`src/sv/lgs_pkg.sv`:
```
`default_nettype none

package lgs_pkg;

	// board geometry
	localparam int MAX_SIDE = 32;
	localparam int SIDE_W   = 6;
	localparam int POS_W    = $clog2(MAX_SIDE);

	// result slots held for one item, in delivery order
	localparam int NUM_SLOTS = 4;
	localparam int SLOT_CNT_W = $clog2(NUM_SLOTS + 1);

	// neighbor counts of the B3/S23 rule
	localparam logic [3:0] NB_SURVIVE = 4'd2;
	localparam logic [3:0] NB_BIRTH   = 4'd3;

	// window neighbor masks: column k at bits 3k..3k+2, oldest row lowest
	localparam logic [8:0] UPPER_NB_MASK = 9'h1EF;
	localparam logic [8:0] LOWER_NB_MASK = 9'h196;

	typedef logic [POS_W-1:0]      pos_t;
	typedef logic [SIDE_W-1:0]     side_t;
	typedef logic [SLOT_CNT_W-1:0] slot_cnt_t;

	// controller to datapath
	typedef struct packed {
		logic load;
		logic advance;
	} lgs_cmd_t;

	// datapath to controller
	typedef struct packed {
		slot_cnt_t new_count;
	} lgs_status_t;

	function automatic logic [3:0] count9(input logic [8:0] v);
		logic [3:0] n;
		n = 4'd0;
		for (int i = 0; i < 9; i++) begin
			n = n + {3'd0, v[i]};
		end
		return n;
	endfunction

	function automatic logic life_rule(input logic alive, input logic [3:0] n);
		logic res;
		if (alive) begin
			res = (n == NB_SURVIVE) || (n == NB_BIRTH);
		end else begin
			res = (n == NB_BIRTH);
		end
		return res;
	endfunction

	// next state of the middle cell of the upper (row r-1) line
	function automatic logic upper_center(input logic [8:0] w);
		return life_rule(w[4], count9(w & UPPER_NB_MASK));
	endfunction

	// next state of the middle cell of the bottom row, nothing below it
	function automatic logic lower_center(input logic [8:0] w);
		return life_rule(w[5], count9(w & LOWER_NB_MASK));
	endfunction

endpackage

`default_nettype wire

```
`src/sv/lgs_datapath.sv`:
```
`default_nettype none

module lgs_datapath (
	input  wire logic                 clk,
	input  wire logic                 arst_n,
	input  wire logic                 cfg_wr_en,
	input  wire lgs_pkg::side_t       cfg_wr_data,
	input  wire logic                 cell_alive,
	input  wire logic                 frame_start,
	input  wire lgs_pkg::lgs_cmd_t    cmd,
	output lgs_pkg::lgs_status_t      sts,
	output logic                      next_alive,
	output lgs_pkg::pos_t             out_row,
	output lgs_pkg::pos_t             out_column,
	output logic                      frame_end,
	output logic                      any_alive
);

	// configuration and stream state
	lgs_pkg::side_t                  board_side_q;
	logic [lgs_pkg::MAX_SIDE-1:0]    above_q;
	logic [lgs_pkg::MAX_SIDE-1:0]    cur_q;
	logic [8:0]                      win_q;
	lgs_pkg::pos_t                   row_q;
	lgs_pkg::pos_t                   col_q;
	logic                            life_q;

	// pending results of the last item
	logic [lgs_pkg::NUM_SLOTS-1:0]   mask_q;
	logic [lgs_pkg::NUM_SLOTS-1:0]   vals_q;
	lgs_pkg::pos_t                   rowu_q;
	lgs_pkg::pos_t                   rowl_q;
	lgs_pkg::pos_t                   colp_q;
	lgs_pkg::pos_t                   cold_q;
	logic                            any_q;

	lgs_pkg::side_t                  side;
	lgs_pkg::side_t                  side_m1_full;
	lgs_pkg::pos_t                   side_m1;
	logic                            restart;
	lgs_pkg::pos_t                   r;
	lgs_pkg::pos_t                   c;
	logic                            a_bit;
	logic                            b_bit;
	logic [8:0]                      w;
	logic [8:0]                      wz;
	logic                            last_row;
	logic                            last_col;
	logic [lgs_pkg::NUM_SLOTS-1:0]   mask_n;
	logic [lgs_pkg::NUM_SLOTS-1:0]   vals_n;
	logic                            life_base;
	logic                            life_n;
	lgs_pkg::pos_t                   row_n;
	lgs_pkg::pos_t                   col_n;

	// side in use, clamped to 1..MAX_SIDE
	always_comb begin
		if (board_side_q == '0) begin
			side = lgs_pkg::SIDE_W'(1);
		end else if (board_side_q > lgs_pkg::SIDE_W'(lgs_pkg::MAX_SIDE)) begin
			side = lgs_pkg::SIDE_W'(lgs_pkg::MAX_SIDE);
		end else begin
			side = board_side_q;
		end
		side_m1_full = side - lgs_pkg::SIDE_W'(1);
		side_m1      = side_m1_full[lgs_pkg::POS_W-1:0];
	end

	// position of the incoming cell
	always_comb begin
		restart = frame_start
			|| ({1'b0, row_q} >= side)
			|| ({1'b0, col_q} >= side);
		r = restart ? '0 : row_q;
		c = restart ? '0 : col_q;
		last_row = (r == side_m1);
		last_col = (c == side_m1);
	end

	// window column and shifted window
	always_comb begin
		a_bit = (r > lgs_pkg::POS_W'(1)) ? above_q[c] : 1'b0;
		b_bit = (r != '0) ? cur_q[c] : 1'b0;
		if (c == '0) begin
			w = {cell_alive, b_bit, a_bit, 6'd0};
		end else begin
			w = {cell_alive, b_bit, a_bit, win_q[8:3]};
		end
		wz = {3'd0, w[8:3]};
	end

	// results caused by this cell, in delivery order
	always_comb begin
		mask_n[0] = (c != '0) && (r != '0);
		mask_n[1] = (c != '0) && last_row;
		mask_n[2] = last_col && (r != '0);
		mask_n[3] = last_col && last_row;
		vals_n[0] = lgs_pkg::upper_center(w);
		vals_n[1] = lgs_pkg::lower_center(w);
		vals_n[2] = lgs_pkg::upper_center(wz);
		vals_n[3] = lgs_pkg::lower_center(wz);
		sts.new_count = lgs_pkg::SLOT_CNT_W'(mask_n[0]) + lgs_pkg::SLOT_CNT_W'(mask_n[1])
			+ lgs_pkg::SLOT_CNT_W'(mask_n[2]) + lgs_pkg::SLOT_CNT_W'(mask_n[3]);
		life_base = ((r == '0) && (c == '0)) ? 1'b0 : life_q;
		life_n    = life_base | (|(mask_n & vals_n));
	end

	// next input position
	always_comb begin
		if (last_col) begin
			col_n = '0;
			row_n = last_row ? '0 : r + lgs_pkg::POS_W'(1);
		end else begin
			col_n = c + lgs_pkg::POS_W'(1);
			row_n = r;
		end
	end

	// stream state registers
	always_ff @(posedge clk or negedge arst_n) begin
		if (!arst_n) begin
			board_side_q <= lgs_pkg::SIDE_W'(lgs_pkg::MAX_SIDE);
			above_q      <= '0;
			cur_q        <= '0;
			win_q        <= '0;
			row_q        <= '0;
			col_q        <= '0;
			life_q       <= 1'b0;
			mask_q       <= '0;
		end else begin
			if (cfg_wr_en) begin
				board_side_q <= cfg_wr_data;
			end
			if (cmd.load) begin
				above_q[c] <= cur_q[c];
				cur_q[c]   <= cell_alive;
				win_q      <= w;
				row_q      <= row_n;
				col_q      <= col_n;
				life_q     <= life_n;
				mask_q     <= mask_n;
			end else if (cmd.advance) begin
				mask_q <= mask_q & (mask_q - lgs_pkg::NUM_SLOTS'(1));
			end
		end
	end

	// result payload registers
	always_ff @(posedge clk) begin
		if (cmd.load) begin
			vals_q <= vals_n;
			rowu_q <= r - lgs_pkg::POS_W'(1);
			rowl_q <= r;
			colp_q <= c - lgs_pkg::POS_W'(1);
			cold_q <= side_m1;
			any_q  <= life_n;
		end
	end

	// oldest pending result goes out first
	always_comb begin
		frame_end = 1'b0;
		if (mask_q[0]) begin
			next_alive = vals_q[0];
			out_row    = rowu_q;
			out_column = colp_q;
		end else if (mask_q[1]) begin
			next_alive = vals_q[1];
			out_row    = rowl_q;
			out_column = colp_q;
		end else if (mask_q[2]) begin
			next_alive = vals_q[2];
			out_row    = rowu_q;
			out_column = cold_q;
		end else begin
			next_alive = vals_q[3];
			out_row    = rowl_q;
			out_column = cold_q;
			frame_end  = mask_q[3];
		end
		any_alive = frame_end & any_q;
	end

	// pending slots match the count handed to the controller
	a_load_count: assert property (@(posedge clk) disable iff (!arst_n)
		cmd.load |=> ($countones(mask_q) == $past(sts.new_count)))
		else $error("pending result slots differ from reported count");

	// bottom-row results always sit on the last row of the board
	a_last_row: assert property (@(posedge clk) disable iff (!arst_n)
		(mask_q[1] || mask_q[3]) |-> (rowl_q == cold_q))
		else $error("bottom-row result not on last board row");

endmodule

`default_nettype wire

```
`src/sv/lgs_ctrl.sv`:
```
`default_nettype none

module lgs_ctrl (
	input  wire logic                  clk,
	input  wire logic                  arst_n,
	input  wire logic                  in_valid,
	output logic                       in_stall,
	output logic                       out_valid,
	input  wire logic                  out_stall,
	input  wire lgs_pkg::lgs_status_t  sts,
	output lgs_pkg::lgs_cmd_t          cmd
);

	localparam logic ST_IDLE = 1'b0;
	localparam logic ST_EMIT = 1'b1;

	logic                  state_q;
	logic                  state_n;
	lgs_pkg::slot_cnt_t    left_q;
	lgs_pkg::slot_cnt_t    left_n;
	logic                  in_take;
	logic                  out_take;

	// handshakes: a new item may enter as the last result leaves
	always_comb begin
		out_valid = (state_q == ST_EMIT);
		out_take  = out_valid && !out_stall;
		in_stall  = (state_q == ST_EMIT)
			&& !((left_q == lgs_pkg::SLOT_CNT_W'(1)) && out_take);
		in_take   = in_valid && !in_stall;
		cmd.load    = in_take;
		cmd.advance = out_take;
	end

	// next state
	always_comb begin
		state_n = state_q;
		left_n  = left_q;
		unique case (state_q)
			ST_IDLE: begin
				if (in_take) begin
					left_n  = sts.new_count;
					state_n = (sts.new_count != '0) ? ST_EMIT : ST_IDLE;
				end
			end
			ST_EMIT: begin
				if (in_take) begin
					left_n  = sts.new_count;
					state_n = (sts.new_count != '0) ? ST_EMIT : ST_IDLE;
				end else if (out_take) begin
					left_n  = left_q - lgs_pkg::SLOT_CNT_W'(1);
					state_n = (left_q == lgs_pkg::SLOT_CNT_W'(1)) ? ST_IDLE : ST_EMIT;
				end
			end
			default: begin
				state_n = ST_IDLE;
				left_n  = '0;
			end
		endcase
	end

	// state registers
	always_ff @(posedge clk or negedge arst_n) begin
		if (!arst_n) begin
			state_q <= ST_IDLE;
			left_q  <= '0;
		end else begin
			state_q <= state_n;
			left_q  <= left_n;
		end
	end

	// emitting exactly while results remain
	a_emit_count: assert property (@(posedge clk) disable iff (!arst_n)
		(state_q == ST_EMIT) == (left_q != '0))
		else $error("emit state and pending count disagree");

	// an item enters during emit only while the final result is taken
	a_overlap: assert property (@(posedge clk) disable iff (!arst_n)
		(in_take && (state_q == ST_EMIT)) |-> (out_take && (left_q == lgs_pkg::SLOT_CNT_W'(1))))
		else $error("item accepted while results still wait");

	// draining the last result with no new item leaves the block idle
	a_drain: assert property (@(posedge clk) disable iff (!arst_n)
		(out_take && (left_q == lgs_pkg::SLOT_CNT_W'(1)) && !in_take) |=> !out_valid)
		else $error("result shown after the last one was taken");

endmodule

`default_nettype wire

```
`src/sv/life_generation_stencil.sv`:
```
// Streaming Game of Life (B3/S23) next-generation engine for a square board of
// board_side cells (1..32; 0 acts as 1, larger values as 32), dead beyond the
// edges, no wraparound. Cells enter in raster order, one bit per item, with
// frame_start on row 0 column 0. Each result carries the cell's next state and
// its row and column; results trail the input by one row plus one cell, and the
// last input of a frame flushes the bottom row, ending with frame_end and
// any_alive. Results leave one per cycle while out_stall is low, in delivery
// order from the result slots of one item (the final cell of a frame gives up
// to four). A new item enters in the cycle the last pending result is taken,
// so an item with at most one result stalls the input only while out_stall is high.
// Change board_side only between frames or while idle.
`default_nettype none

module life_generation_stencil (
	input  wire logic                clk,
	input  wire logic                arst_n,
	input  wire logic                cfg_wr_en,
	input  wire logic [5:0]          cfg_wr_data,
	input  wire logic                in_valid,
	output logic                     in_stall,
	input  wire logic                cell_alive,
	input  wire logic                frame_start,
	output logic                     out_valid,
	input  wire logic                out_stall,
	output logic                     next_alive,
	output logic [4:0]               out_row,
	output logic [4:0]               out_column,
	output logic                     frame_end,
	output logic                     any_alive
);

	lgs_pkg::lgs_cmd_t     cmd;
	lgs_pkg::lgs_status_t  sts;

	// handshake and sequencing
	lgs_ctrl u_ctrl (
		.clk       (clk),
		.arst_n    (arst_n),
		.in_valid  (in_valid),
		.in_stall  (in_stall),
		.out_valid (out_valid),
		.out_stall (out_stall),
		.sts       (sts),
		.cmd       (cmd)
	);

	// row buffers, window and result registers
	lgs_datapath u_datapath (
		.clk         (clk),
		.arst_n      (arst_n),
		.cfg_wr_en   (cfg_wr_en),
		.cfg_wr_data (cfg_wr_data),
		.cell_alive  (cell_alive),
		.frame_start (frame_start),
		.cmd         (cmd),
		.sts         (sts),
		.next_alive  (next_alive),
		.out_row     (out_row),
		.out_column  (out_column),
		.frame_end   (frame_end),
		.any_alive   (any_alive)
	);

endmodule

`default_nettype wire

```
`config.mk`:
```
export PLATFORM = sky130hd
export DESIGN_NAME = life_generation_stencil
export DESIGN_NICKNAME = d
export VERILOG_FILES = /design/src/sv/lgs_pkg.sv /design/src/sv/lgs_datapath.sv /design/src/sv/lgs_ctrl.sv /design/src/sv/life_generation_stencil.sv
export SDC_FILE = /design/constraint.sdc
export NUM_CORES = 1
export LEC_CHECK = 0
export BUFFER_PORTS_ARGS = -buffer_cell sky130_fd_sc_hd__buf_2
export CAP_MARGIN = 30
export CORE_MARGIN = 5
export CORE_UTILIZATION = 29
export DETAILED_ROUTE_END_ITERATION = 10
export PLACE_DENSITY = 0.48
export SKIP_LAST_GASP = 1
export SLEW_MARGIN = 20
export SYNTH_ARGS = -nofsm -noshare
export SYNTH_HDL_FRONTEND = slang
export SYNTH_SLANG_ARGS = --single-unit
```
`constraint.sdc`:
```
create_clock -name clk -period 13.8 [get_ports clk]
set_input_delay 0.69 -clock clk [delete_from_list [all_inputs] [get_ports clk]]
set_output_delay 0.69 -clock clk [all_outputs]
set_load 0.005 [all_outputs]
```
==> metrics.md, run 1 <==
| Metric | Value |
|---|---|
| WL final | 17.6 mm |
| Iteration-0 DRC Markers | between 200 and 250 |
| CTS root buffer | clkbuf_16 |
| # diodes | 0 |
| Vias in the first global route | 5238 |
| Routed wire length per instance | 17.1 µm |
| Netlist cell types | 70 |
| Die Width | 166 µm |
| Hold crit path type | in -> async |
| Design area | 0.00809 mm² |
| Core area | approximately 0.024 mm² |
| Clock share of power | 0.318 |
| Final Hold Viols | 0 |
| Worst vdd ir | 0.0720 mV |
| GRT Overall Usage | 0.136 |
| Sink Count | 120 |
| Post-CTS setup buffers | 0 |
| Clk_lat worst skew | around 0.42 ns |
| Final Non-Filler Cells | 1029 |
| Static leakage power | 0.00354 µW |
| P_int | between 800 and 900 µW |
| Syn-to-layout area delta | 15.3% |
| Placed cells | 998 |
| Fill cell count | 2513 |
| Cell Area, Placed | approximately 0.0075 mm² |
| Most common cell after layout, fill and taps aside | dfrtp_1 |
| Starting density of the core | 0.291 |
| Setup violators final | 0 |
| TNS Setup | 0 ns |
| Post-Synthesis Cell Area | 0.00702 mm² |
| Crit share post-route | 0.502 |
| Comb power frac | 0.335 |
| Critical path class | reg -> reg |
| Post-synth net total | 722 |
| Boundary Pins | 28 |
| Avg Synthesized Cell Area | 10.5 µm² |
| Register share of total power | 0.347 |
| DRT antenna net count | 0 |
| Worst endpoint data arrival time | approximately 7.1 ns |
| Initial antenna violation count | 0 |
| Slew headroom | 0.373 |
| CP max FO | 15 |
| Clock Path Buffers | 2 |
| Number of synthesized flops with an enable pin | 25 |
| DPL Wire Length | 12.1 mm |
| Die H | 166 µm |
| Worst slew pin tran | 0.928 ns |
| Final Net Count | approximately 750 |
| Max Slew Vio Count | 0 |
| Finished Core Util | 0.336 |
| Commonest non-fill, non-tap cells in the layout | dfrtp_1, mux2_2, nor2_1 |
| RSZ-0062 raised after global routing | false |
| Sequential fraction of the synthesis area | 0.446 |
| Required time of the critical path | 13.96 ns |
| TritonCTS buffer count | 17 |
| Cells after synthesis | 668 |
| YS warnings | 0 |
| MaxCap Viol Count | 0 |
| CP endpoint kind | register |
| Worst-path clk slew | 0.06 ns |
| DR DRC count | 0 |
| Std cell rows | 57 |
| Top FF cell, synth | dfrtp_1 |
| GPL Wtd Cong | 0.770 |
| Power Density | 163 mW/mm² |
| Clock skew | 0.00929 ns |
| Vias per inst | 4.90 |
| Die ar. | 0.0274 mm² |
| Sw Share | 0.368 |
| Quantity of hold-fixing buffers added after cts | 0 |
| FF+latch count, synth | 120 |
| Crit path time final | roughly 6.9 ns |
| DRT Pass-1 Iters | 5 |
| CTS tree | built |
| Largest net degree at the start of global routing | 51 |
| PostCTS Resize Cnt | 0 |
| Async SR Flop Fraction | 0.792 |
| Global route overflow | 0 |
| First-pass GRT wire length | 29.1 mm |
| CP startpoint kind | register |
| Outcome | finished, final reports clean |
| Layout cell share with drive strength beyond 1 | 0.244 |
| Max Clk Rate | 144 MHz |
| DR vias | 5047 |
| Input/output buffers | 27 |
| Number of H-tree levels | 4 |
| Psw | between 400 and 500 µW |
## cell families after synthesis
family	synth area share
xor gates and xnor gates	0.0144
adders and majority gates	0.0838
buffers and inverters	0.0410
muxes	0.152
AOI/OAI and AO/OA	0.128
DFF	0.446
and+or+nand+nor	0.135
## registers in the layout, indices dropped and copies added (netlist names)
| signal | cells |
|---|---|
| u_datapath.rowu_q | 5 |
| u_datapath.mask_q | 4 |
| u_datapath.rowl_q | 5 |
| u_datapath.life_q | 1 |
| u_datapath.row_q | 5 |
| u_ctrl.left_q | 3 |
| u_datapath.cold_q | 5 |
| u_datapath.board_side_q | 6 |
| u_datapath.colp_q | 5 |
| u_datapath.any_q | 1 |
| u_datapath.col_q | 5 |
| u_datapath.vals_q | 4 |
| u_ctrl.out_valid | 1 |
| u_datapath.above_q | 32 |
| u_datapath.win_q | 6 |
| u_datapath.cur_q | 32 |
## worst max-delay path, cell delays in order (launching register included)
cell and delay [ns]:
dfrtp_1 0.44, or4_1 0.55, a21oi_2 0.36, ha_1 0.29, nand2b_1 0.14, a21oi_1 0.20, o22a_1 0.49, nand3_1 0.37
ha_1 0.40, o21ai_1 0.38, and2_1 0.25, ha_1 0.23, inv_1 0.07, fa_1 0.45, fa_1 0.54, inv_1 0.05
fa_1 0.40, inv_1 0.08, fa_1 0.18, a211oi_1 0.05, mux2i_1 0.13, nor2_1 0.07, o21a_1 0.10, a21oi_1 0.13
nor2_1 0.05, a21oi_1 0.15, nand3_1 0.09
## final cells by class
class,count,area (µm²),area share
clock buffers,17,425,0.0526
clock inverters,14,128,0.0158
inverters,41,154,0.0190
multi-input cells,473,3610,0.446
flip-flops and latches,120,3130,0.387
well taps,324,405,0.0501
repair buffers,40,235,0.0291
## worst paths after layout
kind	start	end	slack [ns]	depth (start not counted)
min reg2reg	u_datapath.win_q[3]$_DFFE_PN0P_	u_datapath.win_q[3]$_DFFE_PN0P_	0.48	2
min in group clk	u_datapath.win_q[3]$_DFFE_PN0P_	u_datapath.win_q[3]$_DFFE_PN0P_	0.48	2
max	u_datapath.board_side_q[2]$_DFFE_PN0P_	u_datapath.any_q$_DFFE_PP_	6.87	26
max in group asynchronous	arst_n	u_datapath.above_q[2]$_DFFE_PN0P_	12.38	2
min	arst_n	u_datapath.mask_q[3]$_DFFE_PN0P_	0.30	1
max reg2reg	u_datapath.board_side_q[2]$_DFFE_PN0P_	u_datapath.any_q$_DFFE_PP_	6.87	26
## power by group through the flow
stage          clock [µW]  sequential, µW  combinational, µW
6_report              420             457                441
5_1_grt               445             464                495
4_1_cts               431             457                446
3_5_place_dp            0             463                445
3_3_place_gp            0             463                444
2_1_floorplan           0             456                304
## metrics by stage
stage               power (µW)  setup slack, ns  hold slack (ns)
floorplan                  761             7.90            0.394
global placement           906             7.01            0.463
detailed placement         908             6.81            0.473
CTS                       1330             6.79            0.316
global route              1400             6.21            0.350
finish                    1320             6.87            0.303
## cell usage after synthesis (5+ instances only)
library cell	number	area share
mux2_2	80	0.13
a21oi_1	21	0.015
o21ai_0	39	0.028
and3_1	8	0.0071
o22ai_1	7	0.0062
dfrtp_1	94	0.34
fa_1	10	0.029
a211oi_1	8	0.0086
o31ai_1	9	0.0096
ha_1	31	0.055
nand3_1	21	0.015
nor2_1	58	0.031
nand2_1	52	0.028
nand4_1	6	0.0054
edfxtp_1	25	0.11
clkbuf_1	29	0.016
nor3_1	9	0.0064
mux2i_1	10	0.014
o21a_1	5	0.0054
inv_1	40	0.021
nand2b_1	7	0.0062
a22o_1	5	0.0062
and2_1	10	0.0089
xor2_1	5	0.0062
## per-layer routing
| metal | part of all wire | vias up | track usage | wire length [µm] |
|---|---|---|---|---|
| met1 | 0.49 | 2497 | 0.189 | 8630 |
| met4 | 0.014 | 0 | 0.0431 | 252 |
| li1 | - | 2449 | - | - |
| met3 | 0.027 | 21 | 0.0231 | 484 |
| met5 | 0 | - | 0 | 0 |
| met2 | 0.47 | 80 | 0.218 | 8270 |
Power figures use the tool's default switching activity.
==> inputs of run 2 (changes only) <==
Settings changed: ABC_AREA from default to 1, PLACE_DENSITY 0.48 to 0.49.
Clock period 13.8 ns to 5.65 ns, I/O delays scaled along.
==> run 2 against run 1 <==
Effect of this change:
- sequential share of layout area shrank 0.47 points
- total power grew 140%
- hold slack lost 0.24 ns
- register-to-register slack lost 6.5 ns
- utilization grew 1.5 points
- sequential cell count is the same
- clock power grew to 2.6 times the previous value
- non-clock buffer count grew 24
- area after synthesis shrank 2.8%
- critical endpoint is now u_datapath.life_q$_DFFE_PN0P_
- largest cell class unchanged
==> metrics.md, run 2 <==
| Metric | Value |
|---|---|
| Max stage delay cell, worst path | dfstp_2 |
| Final Hold Viols | 0 (unchanged) |
| Layout cell share with drive strength beyond 1 | 0.159 (-0.0849) |
| DPL Wire Length | 12.0 mm (-0.78%) |
| Final Net Count | 946 (+27%) |
| Clock share of power | 0.350 (+0.032) |
| CP max FO | 7 (-8) |
| Core area | 0.0233 mm² (-3.2%) |
| Async SR Flop Fraction | 0.792 (unchanged) |
| Max incr delay on CP | 0.63 ns (+0.08 ns) |
| Top post-synthesis cells by area | dfrtp_1, nand2_1, edfxtp_1 |
| Worst endpoint data arrival time | 5.61 ns (-1.48 ns) |
| WL final | 17.7 mm (+0.12%) |
| Critical path class | reg -> reg |
| CP endpoint kind | register |
| Power Density | 387 mW/mm² (+140%) |
| Sink Count | 120 (unchanged) |
| Std cell rows | 56 (-1.8%) |
| Vias per inst | 4.51 (-8.0%) |
| # diodes | 0 (unchanged) |
| Hold crit path type | in -> reg |
| Global route overflow | 0 (unchanged) |
| Top-count cell post-synth | nand2_1 |
| Post-Synthesis Cell Area | 0.00682 mm² (-2.8%) |
| Post-synth net total | 887 (+23%) |
| CTS root buffer | clkbuf_16 |
| Clock skew | 0.00845 ns (-0.000838 ns) |
| Input/output buffers | 27 (unchanged) |
| Vias in the first global route | 5529 (+5.6%) |
| Die ar. | 0.0267 mm² (-2.6%) |
| Most frequent CP cell | nand2_1 |
| Die H | 163 µm (-1.3%) |
| GPL Wtd Cong | 0.824 (+7.0%) |
| TritonCTS buffer count | 17 (unchanged) |
| Commonest non-fill, non-tap cells in the layout | nand2_1, dfrtp_1, inv_1 |
| Number of synthesized flops with an enable pin | 25 (unchanged) |
| Post-synth top area share | 0.345 (+0.00966) |
| Fill cell count | 2448 (-2.6%) |
| Iteration-0 DRC Markers | 325 (+44%) |
| Boundary Pins | 28 (unchanged) |
| GRT Overall Usage | 0.138 (+0.00122) |
| Cells after synthesis | 833 (+25%) |
| Max Slew Vio Count | 0 (unchanged) |
| Starting density of the core | 0.292 (+0.00123) |
| Avg Synthesized Cell Area | 8.19 µm² (-22%) |
| Outcome | finished, final reports clean |
| DRT Pass-1 Iters | 5 (unchanged) |
| Comb power frac | 0.301 (-0.034) |
| Required time of the critical path | 6.01 ns (-7.95 ns) |
| Worst slew pin tran | 0.941 ns (+0.0129 ns) |
| Worst vdd ir | 0.164 mV (+130%) |
| Crit path time final | 5.25 ns (-1.68 ns) |
| Worst-path clk slew | 0.06 ns (about the same) |
| First-pass GRT wire length | 29.2 mm (+0.52%) |
| Largest net degree at the start of global routing | 62 (+22%) |
| TNS Setup | 0 ns (unchanged) |
| Max Clk Rate | 190 MHz (+32%) |
| FF+latch count, synth | 120 (unchanged) |
| Routed wire length per instance | 14.4 µm (-16%) |
| DRT antenna net count | 0 (unchanged) |
| Largest regs | u_datapath.above_q x32, u_datapath.cur_q x32 |
| Clk_lat worst skew | 0.42 ns (about the same) |
| Setup violators final | 0 (unchanged) |
| Crit share post-route | 0.929 (+0.427) |
| DR DRC count | 0 (unchanged) |
| P_int | 2030 µW (+140%) |
| Synth cell count leaders | nand2_1, dfrtp_1, inv_1 |
| YS warnings | 0 (unchanged) |
| CTS tree | built |
| Static leakage power | 0.00380 µW (+7.3%) |
| Netlist cell types | 42 (-40%) |
| Finished Core Util | 0.351 (+0.0154) |
| Top cell type by total area after synthesis | dfrtp_1 |
| Top FF cell, synth | dfrtp_1 |
| Psw | 1140 µW (+140%) |
| Register share of total power | 0.349 (+0.002) |
| Clock Path Buffers | 2 (unchanged) |
| DR vias | 5522 (+9.4%) |
| Initial antenna violation count | 0 (unchanged) |
| Syn-to-layout area delta | 20.0% |
| Number of H-tree levels | 4 (unchanged) |
| CP startpoint kind | register |
| Sw Share | 0.360 (-0.00756) |
| Most common cell after layout, fill and taps aside | nand2_1 |
| Sequential fraction of the synthesis area | 0.459 (+0.0128) |
| MaxCap Viol Count | 0 (unchanged) |
| Slew headroom | 0.370 (-0.00305) |
| Die Width | 163 µm (-1.3%) |
[run 2: kinds of logic (layout without fill, tap and decap cells)]
group / after synthesis / count (layout) / share of synthesized area
AOI/OAI and AO/OA: 147 / 147 / 0.116
xor gates and xnor gates: 15 / 15 / 0.0204
adders and majority gates: 41 / 41 / 0.0862
and+or+nand+nor: 382 / 382 / 0.233
muxes: 10 / 10 / 0.0160
DFF: 120 / 120 / 0.459
buffers and inverters: 118 / 190 / 0.0695
[run 2: repair_timing]
action / CTS / global route
endpoints found under the hold margin: 33 / 0
gates resized for setup: 0 / 16
setup endpoints to repair: 0 / 3
setup buffers: 0 / 7
hold buffers: 1 / 0
[run 2: final timing paths]
check	from	endpoint	slack (ns)	depth (start not counted)
max	u_datapath.board_side_q[5]$_DFFE_PN1P_	u_datapath.life_q$_DFFE_PN0P_	0.40	32
min	cfg_wr_data[0]	u_datapath.board_side_q[0]$_DFFE_PN0P_	0.06	3
max reg2reg	u_datapath.board_side_q[5]$_DFFE_PN1P_	u_datapath.life_q$_DFFE_PN0P_	0.40	32
min reg2reg	u_datapath.win_q[6]$_DFFE_PN0P_	u_datapath.win_q[6]$_DFFE_PN0P_	0.48	2
max in group asynchronous	arst_n	u_datapath.above_q[21]$_DFFE_PN0P_	4.09	3
min in group asynchronous	arst_n	u_datapath.row_q[2]$_DFFE_PN0P_	0.36	2
[run 2: cell type report]
class,instances,area [µm²],area share
Inverter,94,359,0.0439
Timing Repair Buffer,64,418,0.0510
Clock inverter,13,130,0.0159
Tap cell,319,399,0.0488
Sequential cell,120,3130,0.382
Multi-Input combinational cell,595,3280,0.400
Clock buffer,19,475,0.0581
[run 2: layer usage]
metal / vias to the layer above / GRT usage / routed length, µm
li1: 2839 / - / -
met1: 2578 / 0.189 / 8640
met2: 84 / 0.221 / 8160
met3: 21 / 0.0298 / 645
met4: 0 / 0.0362 / 208
met5: - / 0 / 0
[run 2: through the flow]
stage | instance area, µm² | hold WS [ns] | power, µW | setup WS [ns] | instances
floorplan | 6820 | -0.0131 | 1730 | 0.0171 | 833
global placement | 7460 | 0.274 | 2060 | 0.193 | 1184
detailed placement | 7460 | 0.273 | 2060 | 0.0397 | 1184
CTS | 8080 | 0.0529 | 3190 | 0.0162 | 1217
global route | 8190 | 0.0727 | 3380 | -0.0335 | 1224
finish | 8190 | 0.0642 | 3170 | 0.399 | 1224
[run 2: critical path, delay by kind of cell (launching register included)]
family,cells,cell delay [ns]
AOI/OAI and AO/OA,2,0.34
buffers and inverters,8,0.44
and+or+nand+nor,15,1.27
DFF,1,0.63
adders and majority gates,7,2.48
[run 2: power by group through the flow]
stage / logic, µW / clock network [µW] / registers (µW)
after detailed placement: 943 / 0 / 1120
after global routing: 1090 / 1170 / 1120
after floorplan: 636 / 0 / 1100
after CTS: 948 / 1130 / 1110
after global placement: 945 / 0 / 1120
final: 953 / 1110 / 1110
